`config.mk`:
```
export PLATFORM = sky130hd
export DESIGN_NAME = serial_setpoint_command_parser_top_flat
export DESIGN_NICKNAME = d
export VERILOG_FILES = /design/src/hw/rtl/ssp_pkg.sv /design/src/hw/rtl/ssp_channels.sv /design/src/hw/rtl/serial_setpoint_command_parser_top.sv /design/src/flat_wrapper.sv
export SDC_FILE = /design/constraint.sdc
export NUM_CORES = 1
export LEC_CHECK = 0
export BUFFER_PORTS_ARGS = -buffer_cell sky130_fd_sc_hd__buf_2
export CORE_MARGIN = 4
export CORE_UTILIZATION = 60
export DETAILED_ROUTE_END_ITERATION = 6
export HOLD_SLACK_MARGIN = 0.03
export PLACE_DENSITY = 0.94
export SYNTH_ARGS = -nofsm -noshare
export SYNTH_HDL_FRONTEND = slang
export SYNTH_SLANG_ARGS = --single-unit
```
`constraint.sdc`:
```
create_clock -name clock -period 6.5 [get_ports clock]
set_input_delay 1.3 -clock clock [delete_from_list [all_inputs] [get_ports clock]]
set_output_delay 1.3 -clock clock [all_outputs]
set_load 0.01 [all_outputs]
```
`src/hw/rtl/ssp_pkg.sv`:
```
`timescale 1ns / 1ps
// Shared constants for the serial setpoint command parser.
package ssp_pkg;

   localparam int unsigned MAX_PAYLOAD = 9;
   localparam int unsigned COUNT_W     = $clog2(MAX_PAYLOAD + 1);
   localparam int unsigned KEEP_BYTES  = 3;
   localparam int unsigned KEEP_IDX_W  = $clog2(KEEP_BYTES);

   localparam int unsigned BYTE_W   = 8;
   localparam int unsigned PERIOD_W = 10;
   localparam int unsigned CSR_DW   = 32;
   localparam int unsigned CSR_AW   = 3;

   localparam logic [PERIOD_W-1:0] PERIOD_LIMIT_RESET = 10'd999;

   // csr register word index (paddr[2])
   localparam logic CSR_IDX_PERIOD_LIMIT = 1'b0;

   // parser phases
   localparam logic [1:0] PH_HEADER  = 2'd0;
   localparam logic [1:0] PH_COMMAND = 2'd1;
   localparam logic [1:0] PH_PAYLOAD = 2'd2;
   localparam logic [1:0] PH_EXECUTE = 2'd3;

   // characters
   localparam logic [BYTE_W-1:0] CH_S     = 8'h53;
   localparam logic [BYTE_W-1:0] CH_B     = 8'h42;
   localparam logic [BYTE_W-1:0] CH_P     = 8'h50;
   localparam logic [BYTE_W-1:0] CH_E     = 8'h45;
   localparam logic [BYTE_W-1:0] CH_PLUS  = 8'h2B;
   localparam logic [BYTE_W-1:0] CH_MINUS = 8'h2D;
   localparam logic [BYTE_W-1:0] CH_0     = 8'h30;
   localparam logic [BYTE_W-1:0] CH_9     = 8'h39;
   localparam logic [BYTE_W-1:0] CH_SPACE = 8'h20;

endpackage

```
`src/hw/rtl/ssp_channels.sv`:
```
`timescale 1ns / 1ps
// Valid/ready channel interfaces for the parser input and result items.
interface ssp_req_if;
   logic       valid;
   logic       ready;
   logic [7:0] rx_byte;

   modport source (output valid, output rx_byte, input ready);
   modport sink   (input valid, input rx_byte, output ready);
endinterface

interface ssp_rsp_if;
   logic       valid;
   logic       ready;
   logic [7:0] blower_speed;
   logic [9:0] move_period;
   logic       blower_changed;
   logic       blower_save;
   logic       period_save;
   logic       boot_request;

   modport source (output valid, output blower_speed, output move_period,
                   output blower_changed, output blower_save, output period_save,
                   output boot_request, input ready);
   modport sink   (input valid, input blower_speed, input move_period,
                   input blower_changed, input blower_save, input period_save,
                   input boot_request, output ready);
endinterface

```
`src/hw/rtl/serial_setpoint_command_parser_top.sv`:
```
`timescale 1ns / 1ps
// Serial setpoint command parser: frame decode, setpoint update and csr port.
//
// req_ch carries one received serial byte per item. Frames are 'S', 'B' or
// 'P', up to MAX_PAYLOAD payload bytes, 'E', then one more byte that runs
// the command. rsp_ch returns exactly one item per byte: the blower speed
// and move period after that byte, the blower/save strobes and the sticky
// boot request (0x30 followed by 0x20).
// A byte accepted into the input register passes through one step of parse
// logic, and its result is loaded into the result register.
// Throughput: one item per cycle while rsp_ch does not stall; the parse state
// lives in flip-flops and is updated in the same cycle the result register loads.
// When rsp_ch stalls, the result register holds and the input register
// still takes one more byte; req_ch.ready drops once both are full.
// Reset (synchronous, active high) returns to header phase, clears both
// setpoints and the boot flag, and sets period_limit to 999.
// csr: period_limit at address 0; writes complete in the APB access cycle.
module serial_setpoint_command_parser_top
   import ssp_pkg::*;
(
   input  logic              clock,
   input  logic              reset,
   ssp_req_if.sink           req_ch,
   ssp_rsp_if.source         rsp_ch,
   input  logic              csr_psel,
   input  logic              csr_penable,
   input  logic              csr_pwrite,
   input  logic [CSR_AW-1:0] csr_paddr,
   input  logic [CSR_DW-1:0] csr_pwdata,
   output logic [CSR_DW-1:0] csr_prdata,
   output logic              csr_pready
);

   logic [PERIOD_W-1:0] limit_ff;

   logic              in_valid_ff;
   logic [BYTE_W-1:0] in_byte_ff;

   logic [1:0]          phase_ff, phase_in;
   logic [BYTE_W-1:0]   prev_ff;
   logic [COUNT_W-1:0]  count_ff, count_in;
   logic                is_period_ff, is_period_in;
   logic [BYTE_W-1:0]   pay_ff [KEEP_BYTES];
   logic                pay_we;
   logic [BYTE_W-1:0]   blower_ff, blower_in;
   logic [PERIOD_W-1:0] period_ff, period_in;
   logic                boot_ff, boot_in;

   logic                out_valid_ff;
   logic                changed_ff, changed_in;
   logic                bsave_ff, bsave_in;
   logic                psave_ff, psave_in;

   logic                out_free;
   logic                step;
   logic [BYTE_W-1:0]   b;
   logic [BYTE_W-1:0]   b0;
   logic [BYTE_W-1:0]   d0, d1;
   logic [BYTE_W-1:0]   two_digit;
   logic [15:0]         e0, e1, e2;
   logic [15:0]         three_digit;
   logic [PERIOD_W-1:0] three_clamped;
   logic                b0_is_digit;
   logic [BYTE_W-1:0]   b0_digit;

   // csr
   assign csr_pready = 1'b1;
   assign csr_prdata = (csr_paddr[2] == CSR_IDX_PERIOD_LIMIT) ?
                       CSR_DW'(limit_ff) : '0;

   always_ff @(posedge clock) begin
      if (reset) begin
         limit_ff <= PERIOD_LIMIT_RESET;
      end else if (csr_psel && csr_penable && csr_pwrite && csr_pready &&
                   csr_paddr[2] == CSR_IDX_PERIOD_LIMIT) begin
         limit_ff <= csr_pwdata[PERIOD_W-1:0];
      end
   end

   // handshake
   assign out_free     = !out_valid_ff || rsp_ch.ready;
   assign req_ch.ready = !in_valid_ff || out_free;
   assign step         = in_valid_ff && out_free;

   always_ff @(posedge clock) begin
      if (reset) begin
         in_valid_ff <= 1'b0;
      end else if (req_ch.ready) begin
         in_valid_ff <= req_ch.valid;
      end
   end

   always_ff @(posedge clock) begin
      if (req_ch.valid && req_ch.ready) begin
         in_byte_ff <= req_ch.rx_byte;
      end
   end

   // value decode from the held payload bytes
   assign b  = in_byte_ff;
   assign b0 = pay_ff[0];
   assign d0 = pay_ff[0] - CH_0;
   assign d1 = pay_ff[1] - CH_0;
   assign two_digit = d0 * 8'd10 + d1;

   assign e0 = {8'h00, pay_ff[0]} - {8'h00, CH_0};
   assign e1 = {8'h00, pay_ff[1]} - {8'h00, CH_0};
   assign e2 = {8'h00, pay_ff[2]} - {8'h00, CH_0};
   assign three_digit   = e0 * 16'd100 + e1 * 16'd10 + e2;
   assign three_clamped = (three_digit > {6'b0, limit_ff}) ?
                          limit_ff : three_digit[PERIOD_W-1:0];

   assign b0_is_digit = b0 inside {[CH_0:CH_9]};
   assign b0_digit    = b0 - CH_0;

   always_comb begin
      phase_in     = phase_ff;
      count_in     = count_ff;
      is_period_in = is_period_ff;
      blower_in    = blower_ff;
      period_in    = period_ff;
      changed_in   = 1'b0;
      bsave_in     = 1'b0;
      psave_in     = 1'b0;
      pay_we       = 1'b0;
      boot_in      = boot_ff || (prev_ff == CH_0 && b == CH_SPACE);

      case (phase_ff)
         PH_HEADER: begin
            if (b == CH_S) begin
               phase_in = PH_COMMAND;
            end
         end
         PH_COMMAND: begin
            if (b == CH_B || b == CH_P) begin
               is_period_in = (b == CH_P);
               count_in     = '0;
               phase_in     = PH_PAYLOAD;
            end else begin
               phase_in = PH_HEADER;
            end
         end
         PH_PAYLOAD: begin
            if (b == CH_E) begin
               phase_in = PH_EXECUTE;
            end else if (count_ff >= COUNT_W'(MAX_PAYLOAD)) begin
               phase_in = PH_HEADER;
            end else begin
               pay_we   = (count_ff < COUNT_W'(KEEP_BYTES));
               count_in = count_ff + 1'b1;
            end
         end
         default: begin
            phase_in = PH_HEADER;
            if (is_period_ff) begin
               if (count_ff == COUNT_W'(3)) begin
                  period_in = three_clamped;
                  psave_in  = 1'b1;
               end else if (count_ff == COUNT_W'(2)) begin
                  period_in = {2'b00, two_digit};
                  psave_in  = 1'b1;
               end else if (count_ff == COUNT_W'(1)) begin
                  psave_in = 1'b1;
                  if (b0 == CH_PLUS) begin
                     if (period_ff < limit_ff) begin
                        period_in = period_ff + 1'b1;
                     end
                  end else if (b0 == CH_MINUS) begin
                     if (period_ff != '0) begin
                        period_in = period_ff - 1'b1;
                     end
                  end else if (b0_is_digit) begin
                     period_in = {2'b00, b0_digit};
                  end
               end
            end else begin
               if (count_ff == COUNT_W'(2)) begin
                  blower_in  = two_digit;
                  changed_in = 1'b1;
                  bsave_in   = 1'b1;
               end else if (count_ff == COUNT_W'(1)) begin
                  changed_in = 1'b1;
                  bsave_in   = 1'b1;
                  if (b0 == CH_PLUS) begin
                     blower_in = blower_ff + 1'b1;
                  end else if (b0 == CH_MINUS) begin
                     if (blower_ff != '0) begin
                        blower_in = blower_ff - 1'b1;
                     end
                  end else if (b0_is_digit) begin
                     blower_in = b0_digit;
                  end
               end
            end
         end
      endcase
   end

   // parse state
   always_ff @(posedge clock) begin
      if (reset) begin
         phase_ff     <= PH_HEADER;
         prev_ff      <= '0;
         count_ff     <= '0;
         is_period_ff <= 1'b0;
         blower_ff    <= '0;
         period_ff    <= '0;
         boot_ff      <= 1'b0;
      end else if (step) begin
         phase_ff     <= phase_in;
         prev_ff      <= b;
         count_ff     <= count_in;
         is_period_ff <= is_period_in;
         blower_ff    <= blower_in;
         period_ff    <= period_in;
         boot_ff      <= boot_in;
      end
   end

   always_ff @(posedge clock) begin
      if (step && pay_we) begin
         pay_ff[count_ff[KEEP_IDX_W-1:0]] <= b;
      end
   end

   // result register
   always_ff @(posedge clock) begin
      if (reset) begin
         out_valid_ff <= 1'b0;
      end else if (step) begin
         out_valid_ff <= 1'b1;
      end else if (rsp_ch.ready) begin
         out_valid_ff <= 1'b0;
      end
   end

   always_ff @(posedge clock) begin
      if (step) begin
         changed_ff <= changed_in;
         bsave_ff   <= bsave_in;
         psave_ff   <= psave_in;
      end
   end

   assign rsp_ch.valid          = out_valid_ff;
   assign rsp_ch.blower_speed   = blower_ff;
   assign rsp_ch.move_period    = period_ff;
   assign rsp_ch.blower_changed = changed_ff;
   assign rsp_ch.blower_save    = bsave_ff;
   assign rsp_ch.period_save    = psave_ff;
   assign rsp_ch.boot_request   = boot_ff;

   // checks
   a_save_exclusive: assert property (@(posedge clock) disable iff (reset)
      out_valid_ff |-> !(bsave_ff && psave_ff))
      else $error("blower and period save in one item");

   a_changed_saves: assert property (@(posedge clock) disable iff (reset)
      out_valid_ff && changed_ff |-> bsave_ff)
      else $error("blower change without save strobe");

   a_boot_sticky: assert property (@(posedge clock) disable iff (reset)
      boot_ff |=> boot_ff)
      else $error("boot request cleared without reset");

   a_strobe_only_execute: assert property (@(posedge clock) disable iff (reset)
      step && phase_ff != PH_EXECUTE |=> !bsave_ff && !psave_ff)
      else $error("save strobe outside execute phase");

endmodule
```
`src/flat_wrapper.sv`:
```
// flat-port wrapper written by rule: the top's interface ports become plain ports
module serial_setpoint_command_parser_top_flat import ssp_pkg::*;
  (clock, reset, csr_psel, csr_penable, csr_pwrite, csr_paddr, csr_pwdata, csr_prdata, csr_pready, req_ch_valid, req_ch_rx_byte, req_ch_ready, rsp_ch_valid, rsp_ch_blower_speed, rsp_ch_move_period, rsp_ch_blower_changed, rsp_ch_blower_save, rsp_ch_period_save, rsp_ch_boot_request, rsp_ch_ready);
  ssp_req_if req_ch_i ();
  ssp_rsp_if rsp_ch_i ();
  input  logic clock;
  input  logic reset;
  input  logic csr_psel;
  input  logic csr_penable;
  input  logic csr_pwrite;
  input  logic [CSR_AW-1:0] csr_paddr;
  input  logic [CSR_DW-1:0] csr_pwdata;
  output logic [CSR_DW-1:0] csr_prdata;
  output logic csr_pready;
  input wire logic [$bits(req_ch_i.valid)-1:0] req_ch_valid;
  input wire logic [$bits(req_ch_i.rx_byte)-1:0] req_ch_rx_byte;
  output wire logic [$bits(req_ch_i.ready)-1:0] req_ch_ready;
  output wire logic [$bits(rsp_ch_i.valid)-1:0] rsp_ch_valid;
  output wire logic [$bits(rsp_ch_i.blower_speed)-1:0] rsp_ch_blower_speed;
  output wire logic [$bits(rsp_ch_i.move_period)-1:0] rsp_ch_move_period;
  output wire logic [$bits(rsp_ch_i.blower_changed)-1:0] rsp_ch_blower_changed;
  output wire logic [$bits(rsp_ch_i.blower_save)-1:0] rsp_ch_blower_save;
  output wire logic [$bits(rsp_ch_i.period_save)-1:0] rsp_ch_period_save;
  output wire logic [$bits(rsp_ch_i.boot_request)-1:0] rsp_ch_boot_request;
  input wire logic [$bits(rsp_ch_i.ready)-1:0] rsp_ch_ready;
  assign req_ch_i.valid = req_ch_valid;
  assign req_ch_i.rx_byte = req_ch_rx_byte;
  assign req_ch_ready = req_ch_i.ready;
  assign rsp_ch_valid = rsp_ch_i.valid;
  assign rsp_ch_blower_speed = rsp_ch_i.blower_speed;
  assign rsp_ch_move_period = rsp_ch_i.move_period;
  assign rsp_ch_blower_changed = rsp_ch_i.blower_changed;
  assign rsp_ch_blower_save = rsp_ch_i.blower_save;
  assign rsp_ch_period_save = rsp_ch_i.period_save;
  assign rsp_ch_boot_request = rsp_ch_i.boot_request;
  assign rsp_ch_i.ready = rsp_ch_ready;
  serial_setpoint_command_parser_top u_core (.clock(clock), .reset(reset), .req_ch(req_ch_i), .rsp_ch(rsp_ch_i), .csr_psel(csr_psel), .csr_penable(csr_penable), .csr_pwrite(csr_pwrite), .csr_paddr(csr_paddr), .csr_pwdata(csr_pwdata), .csr_prdata(csr_prdata), .csr_pready(csr_pready));
endmodule
```
Yosys cells after proc, flatten, opt, wreduce, memory -nomap -nowiden:

Memory sizes are Yosys's and may differ from the RTL's.
Index checks and enable logic that the tools add are counted.

* register bits: 56
* RAM bits: 24
* input bits: 50
* output and inout port bits: 57
* logic and storage cells: 126
* memories kept: 1

* add/subtract/negate cells: 13
* multipliers: 3
* magnitude comparators: 6
* equality and inequality tests: 21
* multiplexer cells: 35
* bitwise logic cells: 3
* reductions and logical operators: 31

Memory list
* u_core.pay_ff: depth 3, bits a word 8, read ports 3, clocked after memory_dff 0, write ports 1, RTL line serial_setpoint_command_parser_top.sv:43 `logic [BYTE_W-1:0] pay_ff [KEEP_BYTES];`

Operator list (count)
* 10-bit two-way mux: 10
* 8-bit two-way mux: 6
* 16-bit adder: 2
* 8-bit by 6-bit == test with 1-bit output, second input constant: 4
* 8-bit by 7-bit == test with 1-bit output, second input constant: 4
* 8-bit by 6-bit subtractor with 9-bit output, second input constant: 3
* 16-bit by 10-bit greater-than comparator with 1-bit output: 1
* 16-bit by 3-bit multiplier with 15-bit output, second input constant: 1
* 16-bit by 5-bit multiplier with 14-bit output, second input constant: 1
* 8-bit by 6-bit subtractor with 8-bit output, second input constant: 2
* 4-bit two-way mux: 3
* 10-bit by 1-bit adder with 10-bit output, second input constant: 1
* 10-bit < comparator: 1
* 1-bit two-way mux: 10
* 10-bit nonzero test: 1
* 10-bit by 1-bit subtractor with 10-bit output, second input constant: 1
* 8-bit by 1-bit adder with 8-bit output, second input constant: 1
* 8-bit adder: 1
* 4-bit by 2-bit == test with 1-bit output, second input constant: 2
* 8-bit by 6-bit greater-or-equal comparator with 1-bit output, second input constant: 1
* 8-bit by 6-bit <= comparator with 1-bit output, second input constant: 1
* 1-bit logical AND: 8
* 8-bit by 3-bit multiplier with 7-bit output, second input constant: 1
* 2-bit two-way mux: 4
* 29 further kinds: 42

Logic depth before layout (Yosys ltp):

Gate-level depths: netlist of the first run.
An unclocked memory read counts as a cell.

* depth in word-level cells: 9
* mapped depth: 27
* depth with buffers taken out: 26

Least setup slack after synthesis of the first run:

Ideal clock, no wire load.

* path type: register to register
* from: mem u_core.pay_ff[0][4]
* to: reg u_core.period_ff[7] (netlist: u_core.rsp_ch.move_period[7])
* library setup time: 0.141 ns
* arrival time: 5.388 ns
* data required time: 6.359 ns
* slack: 0.970 ns
* cell stages (with the launch flop): 27
* buffers on the path: 2
* period minus slack after synthesis: 5.530 ns
* cells stage by stage: edfxtp_1 clkbuf_1 inv_1 ha_1 xor2_1 ha_1 inv_1 fa_1 inv_1 ha_1 a21oi_1 o21bai_1 a21oi_1 xor2_1 fa_1 inv_1 ha_1 o21ai_0 a21oi_1 nand3_1 and3_1 o21a_1 nand4b_1 nor3b_4 buf_6 mux2i_1 a211oi_1

RTL lines
* start, declared: RTL line serial_setpoint_command_parser_top.sv:43
* end signal, assigned: RTL line serial_setpoint_command_parser_top.sv:215 `period_ff <= period_in;`
* end, declared: RTL line serial_setpoint_command_parser_top.sv:46 `logic [PERIOD_W-1:0] period_ff, period_in;`

==> impl_metrics.tcl, run 1 <==
set metrics [dict create \
    outcome "completed" \
    highest_layer "met4" \
    dr_wl_met2_um 9497 \
    r2r-end "u_core.rsp_ch.move_period[8]$_SDFFE_PP0P_" \
    drive_gt1_share_pct 10.61 \
    slew_violations 0 \
    ys_top_cells_by_area "ha_1 (18%), edfxtp_1 (13%), dfxtp_1 (12%)" \
    rows 41 \
    dp_hpwl_um 15230 \
    start_util_pct 62.11 \
    grt_pass1_vias 6693 \
    coreArea_um2 12770 \
    swShare_pct 24.68 \
    max_freq_mhz 159.5 \
    min_from "u_core.prev_ff[7]$_SDFFE_PP0P_" \
    ir_drop_mv 0.2128 \
    dr.first_iter.drc_count 975 \
    cts_buffer_depth 2 \
    vias_per_cell 6.385 \
    synthToLayoutAreaGrowth_pct 9.415 \
    max_cap_viol_count 0 \
    p_int_uw 857.2 \
    yosys_warnings 0 \
    finalSetupViolCount 0 \
    finalHoldViolations 0 \
    seqPwrFrac_pct 47.6 \
    place_ws_ns 0.2874 \
    skew_ns 0.009907 \
    place_congestion 0.9426 \
    setup_slack_ns 0.2286 \
    grt_pass1_wl_um 33110 \
    relSlewSlack_pct 33.59 \
    p_comb_share_pct 4.9 \
    fillCellCount 890 \
    critPathLaunchType "flip-flop" \
    cts_root_buffer "clkbuf_16" \
    fin_tns_setup_ns 0 \
    cts_tree "yes" \
    hold_path.class "reg2reg" \
    clkTransAtPathRegs_ns 0.07 \
    crit_type "reg2reg" \
    finalCritPeriodShare_pct 96.48 \
    clkPwrFrac_pct 47.6 \
    powerDensity_nw_per_um2 131.1 \
    r2r.worst_path.cells 24 \
    ys.flop_type "dfxtp_1" \
    wirelength_um 20930 \
    synth_cell_types 67 \
    min_to "u_core.prev_ff[7]$_SDFFE_PP0P_" \
    synth_top_area_cell "ha_1" \
    rsz0062_at_grt "false" \
    fp.dieH_um 123.0 \
    dr.pass1.iters 7 \
    yosysSeqAreaShare_pct 24.48 \
    tightest_slew_ns 0.9885 \
    die_area_um2 15130 \
    num_io_pins 107 \
    fp.dieW_um 123.0 \
    antenna_found_initial 0 \
    cp_data_arrival_time_ns 6.47 \
    syn_area_um2 7934 \
    dr_wl_met3_um 2352 \
    grt_overflow 0 \
    worstSetupEndpointType "flip-flop" \
    critPathLaunch "u_core.pay_ff[0][4]$_DFFE_PP_" \
    p_leak_nw 3.994 \
    vias 7355 \
    final_area_um2 8681 \
    grt_max_degree 38 \
    antenna_left 0 \
    cts_sinks 80 \
    final_cell_mix "ha_1 (114), inv_1 (97), nand2_1 (74)" \
    async_flop_share_pct 0 \
    finalPower_mw 1.138 \
    placed_area_um2 8339 \
    p_switching_uw 280.8 \
    worstPathMaxFanout 14 \
    synth-edff-count 34 \
    r2r_slack_ns 0.23 \
    wl_met1_um 8048 \
    htreeDepth 3 \
    grt_usage_pct 27.66 \
    yosysTopAreaCellShare_pct 17.98 \
    syn-instance-count 922 \
    hold_depth 2 \
    final_nets 1165 \
    placement.io_buffers 59 \
    layout_min_cycle_time_ns 6.271 \
    n_antenna_cell 0 \
    final_common_cell "ha_1" \
    clk_latency_ns 0.36 \
    holdWs_ns 0.4623 \
    route.detailed.drc 0 \
    yosys_register_bits 80 \
    r2r_start "u_core.pay_ff[0][4]$_DFFE_PP_" \
    cts_buffers 9 \
    syn_area_per_cell_um2 8.605 \
    critPathRequiredTime_ns 6.70 \
    hold_buffers 0 \
    wl_per_cell_um 18.16 \
]
-- cell type report --
class | instances | area, um^2 | share of cell area [%]
clock inverters | 7 | 86.33 | 0.9945
flip-flops and latches | 80 | 1942 | 22.37
well taps | 172 | 215.2 | 2.479
repair buffers | 73 | 412.9 | 4.756
inverters | 98 | 367.9 | 4.238
clock buffers | 9 | 225.2 | 2.594
multi-input cells | 713 | 5431 | 62.57
-- cell usage after synthesis (all sizes together) (13+ instances only) --
| cell type | number |
|---|---|
| a211oi | 16 |
| a21o | 13 |
| a21oi | 55 |
| and3 | 17 |
| buf | 28 |
| clkbuf | 24 |
| dfxtp | 46 |
| edfxtp | 34 |
| fa | 26 |
| ha | 114 |
| inv | 98 |
| mux2i | 15 |
| nand2 | 75 |
| nand3 | 27 |
| nand4 | 13 |
| nor2 | 62 |
| nor3 | 19 |
| o211ai | 17 |
| o21ai | 45 |
| xnor2 | 27 |
| xor2 | 19 |
-- worst max-delay path by stage --
stage,to,slack (ns),cells after the start
floorplan,u_core.rsp_ch.move_period[7]$_SDFFE_PP0P_,0.97,26
global placement,u_core.rsp_ch.move_period[9]$_SDFFE_PP0P_,0.33,23
detailed placement,u_core.rsp_ch.move_period[9]$_SDFFE_PP0P_,0.29,24
CTS,u_core.rsp_ch.move_period[9]$_SDFFE_PP0P_,0.14,23
global route,u_core.rsp_ch.move_period[8]$_SDFFE_PP0P_,0.06,24
finish,u_core.rsp_ch.move_period[8]$_SDFFE_PP0P_,0.23,24
-- power by group through the flow --
| stage | logic (mW) | registers, mW | clock network (mW) |
|---|---|---|---|
| floorplan | 0.0436 | 0.549 | 0 |
| global placement | 0.0496 | 0.551 | 0 |
| detailed placement | 0.0513 | 0.552 | 0 |
| CTS | 0.0528 | 0.541 | 0.538 |
| global route | 0.0607 | 0.542 | 0.562 |
| finish | 0.0555 | 0.541 | 0.541 |
-- kinds of logic (layout without fill, tap and decap cells) --
family / Yosys count / in the layout / synth area share [%]
XOR/XNOR: 46 / 46 / 5.078
AO/OA/AOI/OAI: 221 / 221 / 18.77
adder cells (fa/ha/maj): 140 / 140 / 24.54
flip-flops: 80 / 80 / 24.48
AND/OR/NAND/NOR: 267 / 267 / 16.67
other: 2 / 23 / 0.09466
multiplexers: 16 / 16 / 2.034
buffers and inverters: 150 / 187 / 8.342
-- timing repair --
action	CTS	global route
setup buffers	0	1
gates resized for setup	0	5
endpoints found under the setup margin	0	9
-- per-layer routing --
metal | vias up | track usage [%]
li1 | 3373 | -
met1 | 3345 | 35.57
met2 | 520 | 43.39
met3 | 117 | 7.502
met4 | 0 | 13.01
met5 | - | 0
-- sequential cells by signal, summed over array words and instances (netlist names), 2 cells and up --
register	count
u_core.phase_ff	2
u_core.pay_ff	24
u_core.limit_ff	10
u_core.rsp_ch.move_period	10
u_core.prev_ff	8
u_core.b	8
u_core.rsp_ch.blower_speed	8
u_core.count_ff	4
-- worst max-delay path, stage by stage (launching register included) --
cell and delay (ns):
edfxtp_1 0.52, ha_1 0.29, xor2_1 0.16, buf_4 0.17, fa_1 0.53, inv_1 0.05
ha_1 0.34, xnor2_1 0.23, fa_1 0.45, ha_1 0.25, a2111oi_4 0.35, o31ai_2 0.17
nand2_1 0.20, xnor2_2 0.14, ha_1 0.37, nand4_1 0.16, o32ai_2 0.29, nand2_1 0.13
o21ai_2 0.11, and4_1 0.22, nand4b_1 0.15, nor3b_4 0.25, buf_12 0.18, mux2i_1 0.30
a211oi_1 0.11
-- through the flow --
stage                     instances  utilization (%)
after floorplan                 943                -
after global placement         1135            65.29
after detailed placement       1135            65.29
after CTS                      1151            67.72
after global routing           1152            67.96
final                          1152            67.96
(Power assumes the default switching activity.)
==> run 2, diff against run 1 <==
SLEW_MARGIN = 20   (was unset)
clock period = 6.4 ns   (was 6.5 ns; I/O delays follow)
==> run 2 against run 1 <==
Against the previous run: the flow now finishes with violations (DRC); total power grew 0.27%; sequential cell count stayed put; critical path depth shrank 1; cell count rose by 0.35%; critical path type unchanged; largest cell class unchanged.
==> impl_metrics.tcl, run 2 (synthesis results as in run 1) <==
set metrics [dict create \
    violations "DRC" \
    relSlewSlack_pct 27.84 \
    drive_gt1_share_pct 10.87 \
    clk_latency_ns 0.35 \
    vias 7423 \
    coreArea_um2 12770 \
    wl_per_cell_um 18.19 \
    fp.dieH_um 123.0 \
    finalSetupViolCount 0 \
    hold_buffers 0 \
    rows 41 \
    n_antenna_cell 0 \
    p_leak_nw 3.998 \
    final_nets 1169 \
    max_freq_mhz 163.2 \
    slew_violations 0 \
    clkTransAtPathRegs_ns 0.07 \
    grt_pass1_vias 6759 \
    setup_slack_ns 0.2729 \
    max_cap_viol_count 0 \
    grt_usage_pct 27.47 \
    start_util_pct 62.11 \
    wirelength_um 21030 \
    dr.first_iter.drc_count 964 \
    htreeDepth 3 \
    final_cell_mix "ha_1 (114), inv_1 (97), nand2_1 (74)" \
    placement.io_buffers 59 \
    crit_type "reg2reg" \
    antenna_left 0 \
    largest_reg_flops 24 \
    crit_chain "ha_1 > ha_1 > inv_1 > fa_1 > inv_1 > ha_1 > xnor2_1 > fa_1 > ha_1 > a2111oi_4 > o31ai_2 > nand2_1 > xnor2_1 > ha_1 > a211oi_1 > o211ai_1 > o21ai_2 > and4_1 > nand4b_1 > nor3b_4 > buf_12 > mux2i_1 > a211oi_1" \
    outcome "finished, violations left" \
    cts_buffers 9 \
    finalHoldViolations 0 \
    multiInputGateArea_um2 5420 \
    synthToLayoutAreaGrowth_pct 9.557 \
    route.detailed.drc 43 \
    final-seq-area_um2 1942 \
    layout_min_cycle_time_ns 6.127 \
    powerDensity_nw_per_um2 131.3 \
    dr.pass1.iters 7 \
    finalCritPeriodShare_pct 95.74 \
    place_congestion 0.9618 \
    skew_ns 0.005683 \
    fin_tns_setup_ns 0 \
    num_io_pins 107 \
    grt_overflow 0 \
    cts_tree "yes" \
    cp_slowest_cell "edfxtp_1" \
    place_ws_ns 0.2748 \
    die_area_um2 15130 \
    final_common_cell "ha_1" \
    vias_per_cell 6.421 \
    hold_path.class "reg2reg" \
    cts_root_buffer "clkbuf_16" \
    worstPathMaxFanout 8 \
    cts_buffer_depth 2 \
    grt_pass1_wl_um 32960 \
    fillCellCount 878 \
    tightest_slew_ns 1.074 \
    fp.dieW_um 123.0 \
    critPathMaxStageDelay_ns 0.53 \
    critPathLaunchType "flip-flop" \
    antenna_found_initial 0 \
    critPathRequiredTime_ns 6.60 \
    cp_data_arrival_time_ns 6.33 \
    cts_sinks 80 \
    grt_max_degree 38 \
    worstSetupEndpointType "flip-flop" \
    crit_top_cell "ha_1" \
    dp_hpwl_um 15420 \
    rsz0062_at_grt "false" \
    ir_drop_mv 0.1997 \
]
-- run 2: what timing repair did --
| action | CTS | global route |
|---|---|---|
| buffers inserted | 0 | 2 |
| endpoints found under the setup margin | 0 | 10 |
| resized for setup | 0 | 4 |
-- run 2: metrics by stage --
stage          util (%)  power [mW]  instances  instance area (um^2)  hold slack (ns)
3_5_place_dp      65.46      0.6126       1138                  8362           0.4503
3_3_place_gp      65.46      0.6103       1138                  8362           0.4419
4_1_cts           67.84       1.138       1154                  8666           0.4596
5_1_grt           68.05       1.164       1156                  8692           0.4859
6_report          68.05       1.141       1156                  8692           0.4596
2_1_floorplan         -      0.6018        943                  8013           0.4363
-- run 2: worst paths after layout --
check,startpoint,endpoint,slack (ns),cells past startpoint
setup reg to reg,u_core.pay_ff[0][1]$_DFFE_PP_,u_core.rsp_ch.move_period[7]$_SDFFE_PP0P_,0.27,23
hold / removal,u_core.prev_ff[1]$_SDFFE_PP0P_,u_core.prev_ff[1]$_SDFFE_PP0P_,0.46,2
setup / recovery,u_core.pay_ff[0][1]$_DFFE_PP_,u_core.rsp_ch.move_period[7]$_SDFFE_PP0P_,0.27,23
hold reg to reg,u_core.prev_ff[1]$_SDFFE_PP0P_,u_core.prev_ff[1]$_SDFFE_PP0P_,0.46,2
-- run 2: final cells by class --
cell class	instances	area share, %
flip-flops and latches	80	22.34
multi-input cells	713	62.36
clock buffers	9	2.591
inverters	98	4.232
well taps	172	2.476
repair buffers	77	5.096
clock inverters	7	0.9069
-- run 2: metal layers --
metal | part of all wire, % | global-route usage [%] | wire length [um] | vias to the layer above
met2 | 46 | 43.22 | 9620 | 507
met1 | 37 | 34.90 | 7880 | 3401
met4 | 5.1 | 12.94 | 1082 | 0
met5 | 0 | 0 | 0 | -
met3 | 12 | 7.960 | 2448 | 134
li1 | - | - | - | 3381
-- run 2: report_power, final --
| part | switching [mW] | internal [mW] |
|---|---|---|
| Clock | 0.229 | 0.306 |
| Combinational | 0.0376 | 0.0184 |
| Sequential | 0.00964 | 0.540 |
| Total | 0.276 | 0.865 |
-- run 2: critical path, delay by kind of cell (launching register included) --
kind	cells	cell delay, ns
adders and majority gates	7	2.45
AOI/OAI and AO/OA	6	1.20
buffers and inverters	3	0.27
and+or+nand+nor	4	0.71
DFF	1	0.53
muxes	1	0.30
xor gates and xnor gates	2	0.49
